**config.mk**
```make
export PLATFORM = sky130hd
export DESIGN_NAME = sliding_window_maximum
export DESIGN_NICKNAME = d
export VERILOG_FILES = /design/src/rtl/swm_pkg.sv /design/src/rtl/swm_datapath.sv /design/src/rtl/swm_ctrl.sv /design/src/rtl/sliding_window_maximum.sv
export SDC_FILE = /design/constraint.sdc
export NUM_CORES = 2
export LEC_CHECK = 0
export BUFFER_PORTS_ARGS = -buffer_cell sky130_fd_sc_hd__buf_2
export CORE_ASPECT_RATIO = 1.75
export CORE_MARGIN = 2
export CORE_UTILIZATION = 30
export DETAILED_ROUTE_END_ITERATION = 10
export MAX_ROUTING_LAYER = met4
export PLACE_DENSITY_LB_ADDON = 0.08
export SETUP_SLACK_MARGIN = 0.3
export SLEW_MARGIN = 20
export SYNTH_ARGS = -nofsm -noshare
export SYNTH_HDL_FRONTEND = slang
export SYNTH_SLANG_ARGS = --single-unit
```
**constraint.sdc**
```tcl
create_clock -name clk_i -period 7.75 [get_ports clk_i]
set_clock_uncertainty 0.15 [all_clocks]
set_input_delay 0.3875 -clock clk_i [delete_from_list [all_inputs] [get_ports clk_i]]
set_output_delay 0.3875 -clock clk_i [all_outputs]
set_load 0.02 [all_outputs]
```
**src/rtl/swm_pkg.sv**
```systemverilog
`timescale 1ns / 1ps

package swm_pkg;

  localparam int unsigned SampleW = 32;
  localparam int unsigned CfgW    = 7;

  // Controller to datapath
  typedef struct packed {
    logic accept;     // input transaction taken this cycle
    logic rd_front;   // read the entry at the head
    logic rd_back;    // read the entry at the tail
    logic drop_head;  // drop the head entry
    logic drop_tail;  // drop the tail entry
    logic push;       // append the latched sample
    logic load_out;   // move the read value to the output register
  } swm_cmd_t;

  // Datapath to controller
  typedef struct packed {
    logic empty;          // deque holds no entry
    logic front_expired;  // entry read from the head has left the window
    logic back_smaller;   // entry read from the tail is below the sample
    logic full_window;    // window is full once the sample is pushed
  } swm_sts_t;

endpackage

```
**src/rtl/swm_datapath.sv**
```systemverilog
`timescale 1ns / 1ps

module swm_datapath
  import swm_pkg::*;
#(
  parameter int unsigned WINDOW_MAX = 64
) (
  input  logic                      clk_i,
  input  logic                      rst_ni,
  input  logic                      cfg_wr_en_i,
  input  logic [CfgW-1:0]           cfg_wr_data_i,
  input  logic                      start_of_sequence_i,
  input  logic signed [SampleW-1:0] sample_i,
  input  swm_cmd_t                  cmd_i,
  output swm_sts_t                  sts_o,
  output logic signed [SampleW-1:0] window_max_o
);

  localparam int unsigned IdxW   = (WINDOW_MAX > 1) ? $clog2(WINDOW_MAX) : 1;
  localparam int unsigned CntW   = $clog2(WINDOW_MAX + 1);
  localparam int unsigned PosMod = 2 * WINDOW_MAX;
  localparam int unsigned PosW   = $clog2(PosMod);
  localparam int unsigned EntW   = SampleW + PosW;
  localparam int unsigned SumW   = CntW + 1;

  localparam logic [IdxW-1:0] LastIdx = IdxW'(WINDOW_MAX - 1);
  localparam logic [CntW-1:0] WinCnt  = CntW'(WINDOW_MAX);
  localparam logic [PosW-1:0] LastPos = PosW'(PosMod - 1);
  localparam logic [SumW-1:0] WinSum  = SumW'(WINDOW_MAX);

  logic [CfgW-1:0]           window_size_q;
  logic signed [SampleW-1:0] sample_q;
  logic [IdxW-1:0]           head_q;
  logic [CntW-1:0]           count_q;
  logic [PosW-1:0]           pos_q;
  logic [CntW-1:0]           fill_q;
  logic [EntW-1:0]           mem_q [WINDOW_MAX];
  logic [EntW-1:0]           rdata_q;
  logic signed [SampleW-1:0] window_max_q;

  logic [CntW-1:0]           win_k;
  logic [IdxW-1:0]           head_inc;
  logic [IdxW-1:0]           back_idx;
  logic [IdxW-1:0]           head_push;
  logic [CntW-1:0]           cnt_push;
  logic [IdxW-1:0]           slot_idx;
  logic [IdxW-1:0]           rd_addr;
  logic [SumW-1:0]           back_sum;
  logic [SumW-1:0]           slot_sum;
  logic [PosW:0]             age_diff;
  logic [PosW-1:0]           age;
  logic [PosW-1:0]           pos_inc;
  logic [CntW-1:0]           fill_next;
  logic signed [SampleW-1:0] rd_value;
  logic [PosW-1:0]           rd_pos;

  // Window size clamped to 1..WINDOW_MAX
  always_comb begin
    if (window_size_q == '0) begin
      win_k = CntW'(1);
    end else if (int'(window_size_q) > int'(WINDOW_MAX)) begin
      win_k = WinCnt;
    end else begin
      win_k = CntW'(window_size_q);
    end
  end

  assign head_inc = (head_q == LastIdx) ? '0 : head_q + IdxW'(1);
  assign pos_inc  = (pos_q == LastPos) ? '0 : pos_q + PosW'(1);

  assign back_sum = SumW'(head_q) + SumW'(count_q) - SumW'(1);
  assign back_idx = (back_sum >= WinSum) ? IdxW'(back_sum - WinSum) : IdxW'(back_sum);

  // A full deque cannot occur in normal use; make room at the head if it does
  always_comb begin
    if (count_q == WinCnt) begin
      head_push = head_inc;
      cnt_push  = WinCnt - CntW'(1);
    end else begin
      head_push = head_q;
      cnt_push  = count_q;
    end
  end

  assign slot_sum = SumW'(head_push) + SumW'(cnt_push);
  assign slot_idx = (slot_sum >= WinSum) ? IdxW'(slot_sum - WinSum) : IdxW'(slot_sum);

  assign rd_addr  = cmd_i.rd_back ? back_idx : head_q;
  assign rd_value = $signed(rdata_q[EntW-1:PosW]);
  assign rd_pos   = rdata_q[PosW-1:0];

  // Age of the head entry, modulo the position range
  always_comb begin
    age_diff = {1'b0, pos_q} - {1'b0, rd_pos};
    if (age_diff[PosW]) begin
      age = PosW'(age_diff + (PosW + 1)'(PosMod));
    end else begin
      age = age_diff[PosW-1:0];
    end
  end

  assign fill_next = (fill_q < win_k) ? fill_q + CntW'(1) : win_k;

  assign sts_o.empty         = (count_q == '0);
  assign sts_o.front_expired = (age >= PosW'(win_k));
  assign sts_o.back_smaller  = (rd_value < sample_q);
  assign sts_o.full_window   = (fill_next == win_k);

  always_ff @(posedge clk_i or negedge rst_ni) begin
    if (!rst_ni) begin
      window_size_q <= CfgW'(1);
    end else if (cfg_wr_en_i) begin
      window_size_q <= cfg_wr_data_i;
    end
  end

  always_ff @(posedge clk_i or negedge rst_ni) begin
    if (!rst_ni) begin
      head_q  <= '0;
      count_q <= '0;
      pos_q   <= '0;
      fill_q  <= '0;
    end else if (cmd_i.accept && start_of_sequence_i) begin
      head_q  <= '0;
      count_q <= '0;
      pos_q   <= '0;
      fill_q  <= '0;
    end else if (cmd_i.drop_head) begin
      head_q  <= head_inc;
      count_q <= count_q - CntW'(1);
    end else if (cmd_i.drop_tail) begin
      count_q <= count_q - CntW'(1);
    end else if (cmd_i.push) begin
      head_q  <= head_push;
      count_q <= cnt_push + CntW'(1);
      pos_q   <= pos_inc;
      fill_q  <= fill_next;
    end
  end

  always_ff @(posedge clk_i) begin
    if (cmd_i.accept) begin
      sample_q <= sample_i;
    end
    if (cmd_i.load_out) begin
      window_max_q <= rd_value;
    end
  end

  // Candidate store: one write and one registered read per cycle
  always_ff @(posedge clk_i) begin
    if (cmd_i.push) begin
      mem_q[slot_idx] <= {sample_q, pos_q};
    end
    if (cmd_i.rd_front || cmd_i.rd_back) begin
      rdata_q <= mem_q[rd_addr];
    end
  end

  assign window_max_o = window_max_q;

  a_count_bound: assert property (@(posedge clk_i) disable iff (!rst_ni)
    count_q <= WinCnt)
    else $error("deque count above capacity");

  a_head_bound: assert property (@(posedge clk_i) disable iff (!rst_ni)
    int'(head_q) < int'(WINDOW_MAX))
    else $error("deque head outside ring");

  a_pop_nonempty: assert property (@(posedge clk_i) disable iff (!rst_ni)
    (cmd_i.drop_head || cmd_i.drop_tail) |-> count_q != '0)
    else $error("pop from empty deque");

  a_push_grows: assert property (@(posedge clk_i) disable iff (!rst_ni)
    (cmd_i.push && count_q != WinCnt) |=> count_q == $past(count_q) + CntW'(1))
    else $error("push did not grow the deque");

endmodule

```
**src/rtl/swm_ctrl.sv**
```systemverilog
`timescale 1ns / 1ps

module swm_ctrl
  import swm_pkg::*;
(
  input  logic     clk_i,
  input  logic     rst_ni,
  input  logic     in_valid_i,
  output logic     in_stall_o,
  output logic     out_valid_o,
  input  logic     out_stall_i,
  input  swm_sts_t sts_i,
  output swm_cmd_t cmd_o
);

  typedef enum logic [2:0] {
    ST_IDLE,
    ST_FRONT_RD,
    ST_FRONT_CHK,
    ST_BACK_RD,
    ST_BACK_CHK,
    ST_PUSH,
    ST_OUT_RD,
    ST_OUT_LOAD
  } state_e;

  state_e state_q;
  logic   out_valid_q;

  always_comb begin
    cmd_o = '0;
    case (state_q)
      ST_IDLE:      cmd_o.accept    = in_valid_i;
      ST_FRONT_RD:  cmd_o.rd_front  = !sts_i.empty;
      ST_FRONT_CHK: cmd_o.drop_head = sts_i.front_expired;
      ST_BACK_RD:   cmd_o.rd_back   = !sts_i.empty;
      ST_BACK_CHK:  cmd_o.drop_tail = sts_i.back_smaller;
      ST_PUSH:      cmd_o.push      = 1'b1;
      ST_OUT_RD:    cmd_o.rd_front  = 1'b1;
      ST_OUT_LOAD:  cmd_o.load_out  = !out_valid_q || !out_stall_i;
      default:      cmd_o = '0;
    endcase
  end

  always_ff @(posedge clk_i or negedge rst_ni) begin
    if (!rst_ni) begin
      state_q     <= ST_IDLE;
      out_valid_q <= 1'b0;
    end else begin
      if (cmd_o.load_out) begin
        out_valid_q <= 1'b1;
      end else if (out_valid_q && !out_stall_i) begin
        out_valid_q <= 1'b0;
      end

      case (state_q)
        ST_IDLE: begin
          if (in_valid_i) state_q <= ST_FRONT_RD;
        end
        ST_FRONT_RD: begin
          // empty deque: nothing to drop or pop
          state_q <= sts_i.empty ? ST_PUSH : ST_FRONT_CHK;
        end
        ST_FRONT_CHK: begin
          state_q <= sts_i.front_expired ? ST_FRONT_RD : ST_BACK_RD;
        end
        ST_BACK_RD: begin
          state_q <= sts_i.empty ? ST_PUSH : ST_BACK_CHK;
        end
        ST_BACK_CHK: begin
          state_q <= sts_i.back_smaller ? ST_BACK_RD : ST_PUSH;
        end
        ST_PUSH: begin
          state_q <= sts_i.full_window ? ST_OUT_RD : ST_IDLE;
        end
        ST_OUT_RD: begin
          state_q <= ST_OUT_LOAD;
        end
        ST_OUT_LOAD: begin
          if (cmd_o.load_out) state_q <= ST_IDLE;
        end
        default: state_q <= ST_IDLE;
      endcase
    end
  end

  assign in_stall_o  = (state_q != ST_IDLE);
  assign out_valid_o = out_valid_q;

  a_load_free: assert property (@(posedge clk_i) disable iff (!rst_ni)
    (out_valid_q && out_stall_i) |-> !cmd_o.load_out)
    else $error("result overwritten while stalled");

  a_one_op: assert property (@(posedge clk_i) disable iff (!rst_ni)
    $onehot0({cmd_o.accept, cmd_o.rd_front, cmd_o.rd_back, cmd_o.drop_head,
              cmd_o.drop_tail, cmd_o.push, cmd_o.load_out}))
    else $error("more than one datapath command");

  a_push_done: assert property (@(posedge clk_i) disable iff (!rst_ni)
    cmd_o.push |=> (state_q == ST_IDLE || state_q == ST_OUT_RD))
    else $error("push not followed by finish or result read");

endmodule

```
**src/rtl/sliding_window_maximum.sv**
```systemverilog
`timescale 1ns / 1ps
// Channel  Direction  Handshake               Payload
// cfg      in         cfg_wr_en_i             cfg_wr_data_i (window_size)
// in       in         in_valid_i/in_stall_o   start_of_sequence_i, sample_i
// out      out        out_valid_o/out_stall_i window_max_o
//
// Per sample: accept, head tests, tail tests, push; each test that reads an entry
// is a registered memory read, then a compare, and a test that finds the deque
// empty goes straight to the push. With a full window the head is then read and
// loaded as the maximum. Reset clears the deque and sets window_size to 1.
// A result waits under out_stall_i while the next sample is accepted; the next
// result is held back until that one is taken.

module sliding_window_maximum
  import swm_pkg::*;
#(
  parameter int unsigned WINDOW_MAX = 64
) (
  input  logic                      clk_i,
  input  logic                      rst_ni,
  input  logic                      cfg_wr_en_i,
  input  logic [CfgW-1:0]           cfg_wr_data_i,
  input  logic                      in_valid_i,
  output logic                      in_stall_o,
  input  logic                      start_of_sequence_i,
  input  logic signed [SampleW-1:0] sample_i,
  output logic                      out_valid_o,
  input  logic                      out_stall_i,
  output logic signed [SampleW-1:0] window_max_o
);

  swm_cmd_t cmd;
  swm_sts_t sts;

  swm_ctrl u_ctrl (
    .clk_i       (clk_i),
    .rst_ni      (rst_ni),
    .in_valid_i  (in_valid_i),
    .in_stall_o  (in_stall_o),
    .out_valid_o (out_valid_o),
    .out_stall_i (out_stall_i),
    .sts_i       (sts),
    .cmd_o       (cmd)
  );

  swm_datapath #(
    .WINDOW_MAX (WINDOW_MAX)
  ) u_datapath (
    .clk_i               (clk_i),
    .rst_ni              (rst_ni),
    .cfg_wr_en_i         (cfg_wr_en_i),
    .cfg_wr_data_i       (cfg_wr_data_i),
    .start_of_sequence_i (start_of_sequence_i),
    .sample_i            (sample_i),
    .cmd_i               (cmd),
    .sts_o               (sts),
    .window_max_o        (window_max_o)
  );

endmodule
```
==> impl_metrics.csv <==
group,metric,value,unit
outcome,outcome,"finished clean",
sta,setup_violations,0,
sta,period_share,79.1,%
placed_design,port_buffers,78,
sta,tns,0,ns
setup_path,path_cells,"inv_1 -> ha_1 -> or4b_2 -> nor2_1 -> and2_1 -> o21ai_0 -> ha_1 -> a21o_1 -> a21oi_1 -> o21bai_1 -> a21oi_1 -> xor2_1 -> nand2_1 -> nor2_4 -> buf_4",
setup_path,start_kind,"flop",
layout,layout_common_cells,"edfxtp_1 (2,599), nand2_1 (1,057), mux4_2 (304)",
layout,nets,6344,
setup_path,critPathMaxFanout,28,
synth,syn_area,0.103,mm²
sta,relSlewSlack,20.2,%
placed_design,placed_area,0.110,mm²
layout,drive_above_1_share,17.3,%
sta,worst_slew_pin_slew,1.19,ns
placed_design,dp_hpwl,207,mm
cts,clock_sinks,2637,
synth,syn_nets,6048,
cts,numCtsBuffers,268,
setup_path,worstReg2RegEnd,"u_datapath.mem_q[9][36]",
layout,syn2layout_area_growth,15.8,%
layout,design_area,0.119,mm²
cts,cts_buffer_depth,4,
routing,via_per_inst,4.99,
setup_path,r2r_slack,1.62,ns
routing,vias,54900,
global_route,antenna_found_initial,23,
power,switching_share,38.5,%
cts,cts_tree,"done",
placed_design,dp_cells,10500,
layout,fillCellCount,32600,
power,p_leak,38.3,nW
power,pwr-share-clk,25.7,%
power,ir_drop,0.353,mV
floorplan,rows,284,
floorplan,die_w,447,µm
floorplan,die_area,0.348,mm²
cts,cts_hold_buf,51,
power,combPwrFrac,38.0,%
layout,finish.cell_count_without_fillers,11000,
floorplan,start_util,30.1,%
synth,ys_async_sr_fraction,1.44,%
synth,syn_area_per_cell,17.4,µm²
global_route,gr-total-overflow,0,
power,p_int,30.4,mW
sta,finalHoldViolations,0,
power,p_total,49.5,mW
cts,clk_pin_slew,0.06,ns
floorplan,io_pins,79,
routing,drtPass1Iterations,5,
synth,yosysWarnings,0,
placed_design,gp_congestion,0.792,
floorplan,core_area,0.342,mm²
run,maxCapViolCount,0,
setup_path,crit_arrival,6.53,ns
cts,clock_latency,0.87,ns
cts,cts_resized,0,
sta,post-route-min-period,6.13,ns
routing,wl,327,mm
sta,rsz0062_at_grt,"no",
setup_path,reg2reg_from,"u_datapath.count_q[0]",
cts,cts_max_level,5,
global_route,grt_usage,19.2,%
synth,synth_edf_count,2599,
setup_path,max_stage_delay,0.93,ns
setup_path,r2r_cells,15,
routing,ant_nets,0,
cts,cts_setup_buffers,0,
sta,max_freq,163,MHz
power,switching_power,19.0,mW
cts,cts_root_buf,"clkbuf_16",
global_route,grt_max_degree,117,
worst_hold_path,min_from,"sample_i[15]",
routing,remaining_drc_errors,0,
worst_hold_path,hold_path.class,"in -> reg",
setup_path,cp.required,8.15,ns
setup_path,end_kind,"flop",
global_route,grt_pass1_vias,57500,
global_route,grt_pass1_wl,458,mm
routing,drt_iter0_markers,4104,
synth,synthDistinctLibCells,63,
synth,synthFlopType,"edfxtp_1",
setup_path,cpMaxStageDelayCell,"nor2_4",
worst_hold_path,hold_end,"u_datapath.sample_q[15]",
synth,synth-seq-cells,2637,
synth,synth_seq_area_share,76.7,%
setup_path,crit_type,"reg -> reg",
power,p_per_area,415,mW/mm²
worst_hold_path,min_delay_path_depth,2,
routing,wl_per_cell,29.7,µm
sta,finalMaxSlewViolations,0,
floorplan,dieHeight,779,µm
power,seqPwrFrac,36.2,%
layout,mostFrequentLayoutCell,"edfxtp_1",
synth,synthCells,5932,
-- cell families after synthesis --
family,share of synthesized area (%)
AO/OA/AOI/OAI,5.74
multiplexers,8.25
flip-flops,76.7
AND/OR/NAND/NOR,6.18
XOR/XNOR,0.306
buffers and inverters,1.92
adder cells (fa/ha/maj),0.885
-- layout make-up --
class / count / area (µm²) / share of cell area (%)
well taps: 4576 / 5730 / 4.80
repair buffers: 370 / 3270 / 2.74
diodes: 7 / 17.5 / 0.0147
multi-input cells: 2879 / 22600 / 19.0
clock inverters: 124 / 956 / 0.802
flip-flops and latches: 2637 / 79000 / 66.3
clock buffers: 340 / 7330 / 6.15
inverters: 72 / 270 / 0.227
-- power groups by stage --
stage	logic [mW]	registers [mW]	clock network, mW
after detailed placement	19.3	18.3	0
after global routing	20.2	18.0	13.6
final	18.8	17.9	12.7
after CTS	19.4	18.0	13.1
after global placement	19.2	18.3	0
after floorplan	11.4	17.9	0
-- cell usage after synthesis (68+ instances only) --
library cell / number / share of area (%)
nand3_1: 260 / 1.3
buf_2: 129 / 0.63
a31oi_1: 270 / 1.6
ha_1: 68 / 0.83
mux2i_1: 146 / 1.4
inv_1: 72 / 0.26
a32oi_1: 114 / 0.97
nand2_1: 1057 / 3.9
nor2_1: 110 / 0.40
a22o_1: 110 / 0.94
clkbuf_1: 156 / 0.57
mux4_2: 304 / 6.6
edfxtp_1: 2599 / 76
-- stage by stage --
| step | setup slack (ns) | utilization, % | hold slack (ns) |
|---|---|---|---|
| after floorplan | 1.86 | - | -0.0581 |
| after global placement | 1.45 | 32.3 | 0.378 |
| after detailed placement | 1.53 | 32.3 | 0.391 |
| after CTS | 1.53 | 34.9 | 0.0382 |
| after global routing | 1.12 | 34.9 | 0.0524 |
| final | 1.62 | 34.9 | 0.0942 |
-- registers in the layout, summed over array words and instances, names as in the netlist --
register                  flops
u_ctrl.out_valid_o            1
u_ctrl.state_q                3
u_datapath.count_q            7
u_datapath.fill_q             7
u_datapath.head_q             6
u_datapath.mem_q           2496
u_datapath.pos_q              7
u_datapath.rdata_q           39
u_datapath.sample_q          32
u_datapath.window_max_o      32
u_datapath.window_size_q      7
-- worst max-delay path, delay by kind of cell (launching register included) --
family | cells | cell delay [ns]
simple gates | 5 | 2.73
xor+xnor | 1 | 0.29
fa+ha+maj | 2 | 0.60
buf+inv | 2 | 0.51
flops | 1 | 0.42
compound gates | 5 | 1.08
-- worst max-delay path by stage --
stage	startpoint	endpoint	slack [ns]	cells past startpoint
after floorplan	u_datapath.count_q[0]	u_datapath.mem_q[0][0]	1.86	15
after global placement	u_datapath.count_q[0]	u_datapath.mem_q[9][23]	1.45	15
after detailed placement	u_datapath.count_q[0]	u_datapath.mem_q[10][23]	1.53	15
after CTS	u_datapath.count_q[0]	u_datapath.mem_q[10][24]	1.53	15
after global routing	u_datapath.count_q[1]	u_datapath.mem_q[10][24]	1.12	15
final	u_datapath.count_q[0]	u_datapath.mem_q[9][36]	1.62	15
-- metal layers --
metal	global-route usage, %	routed length (µm)
met1	22.0	127000
met2	35.5	181000
met3	2.03	11600
met4	4.84	7500
met5	-	0
Power figures use the tool's default switching activity.
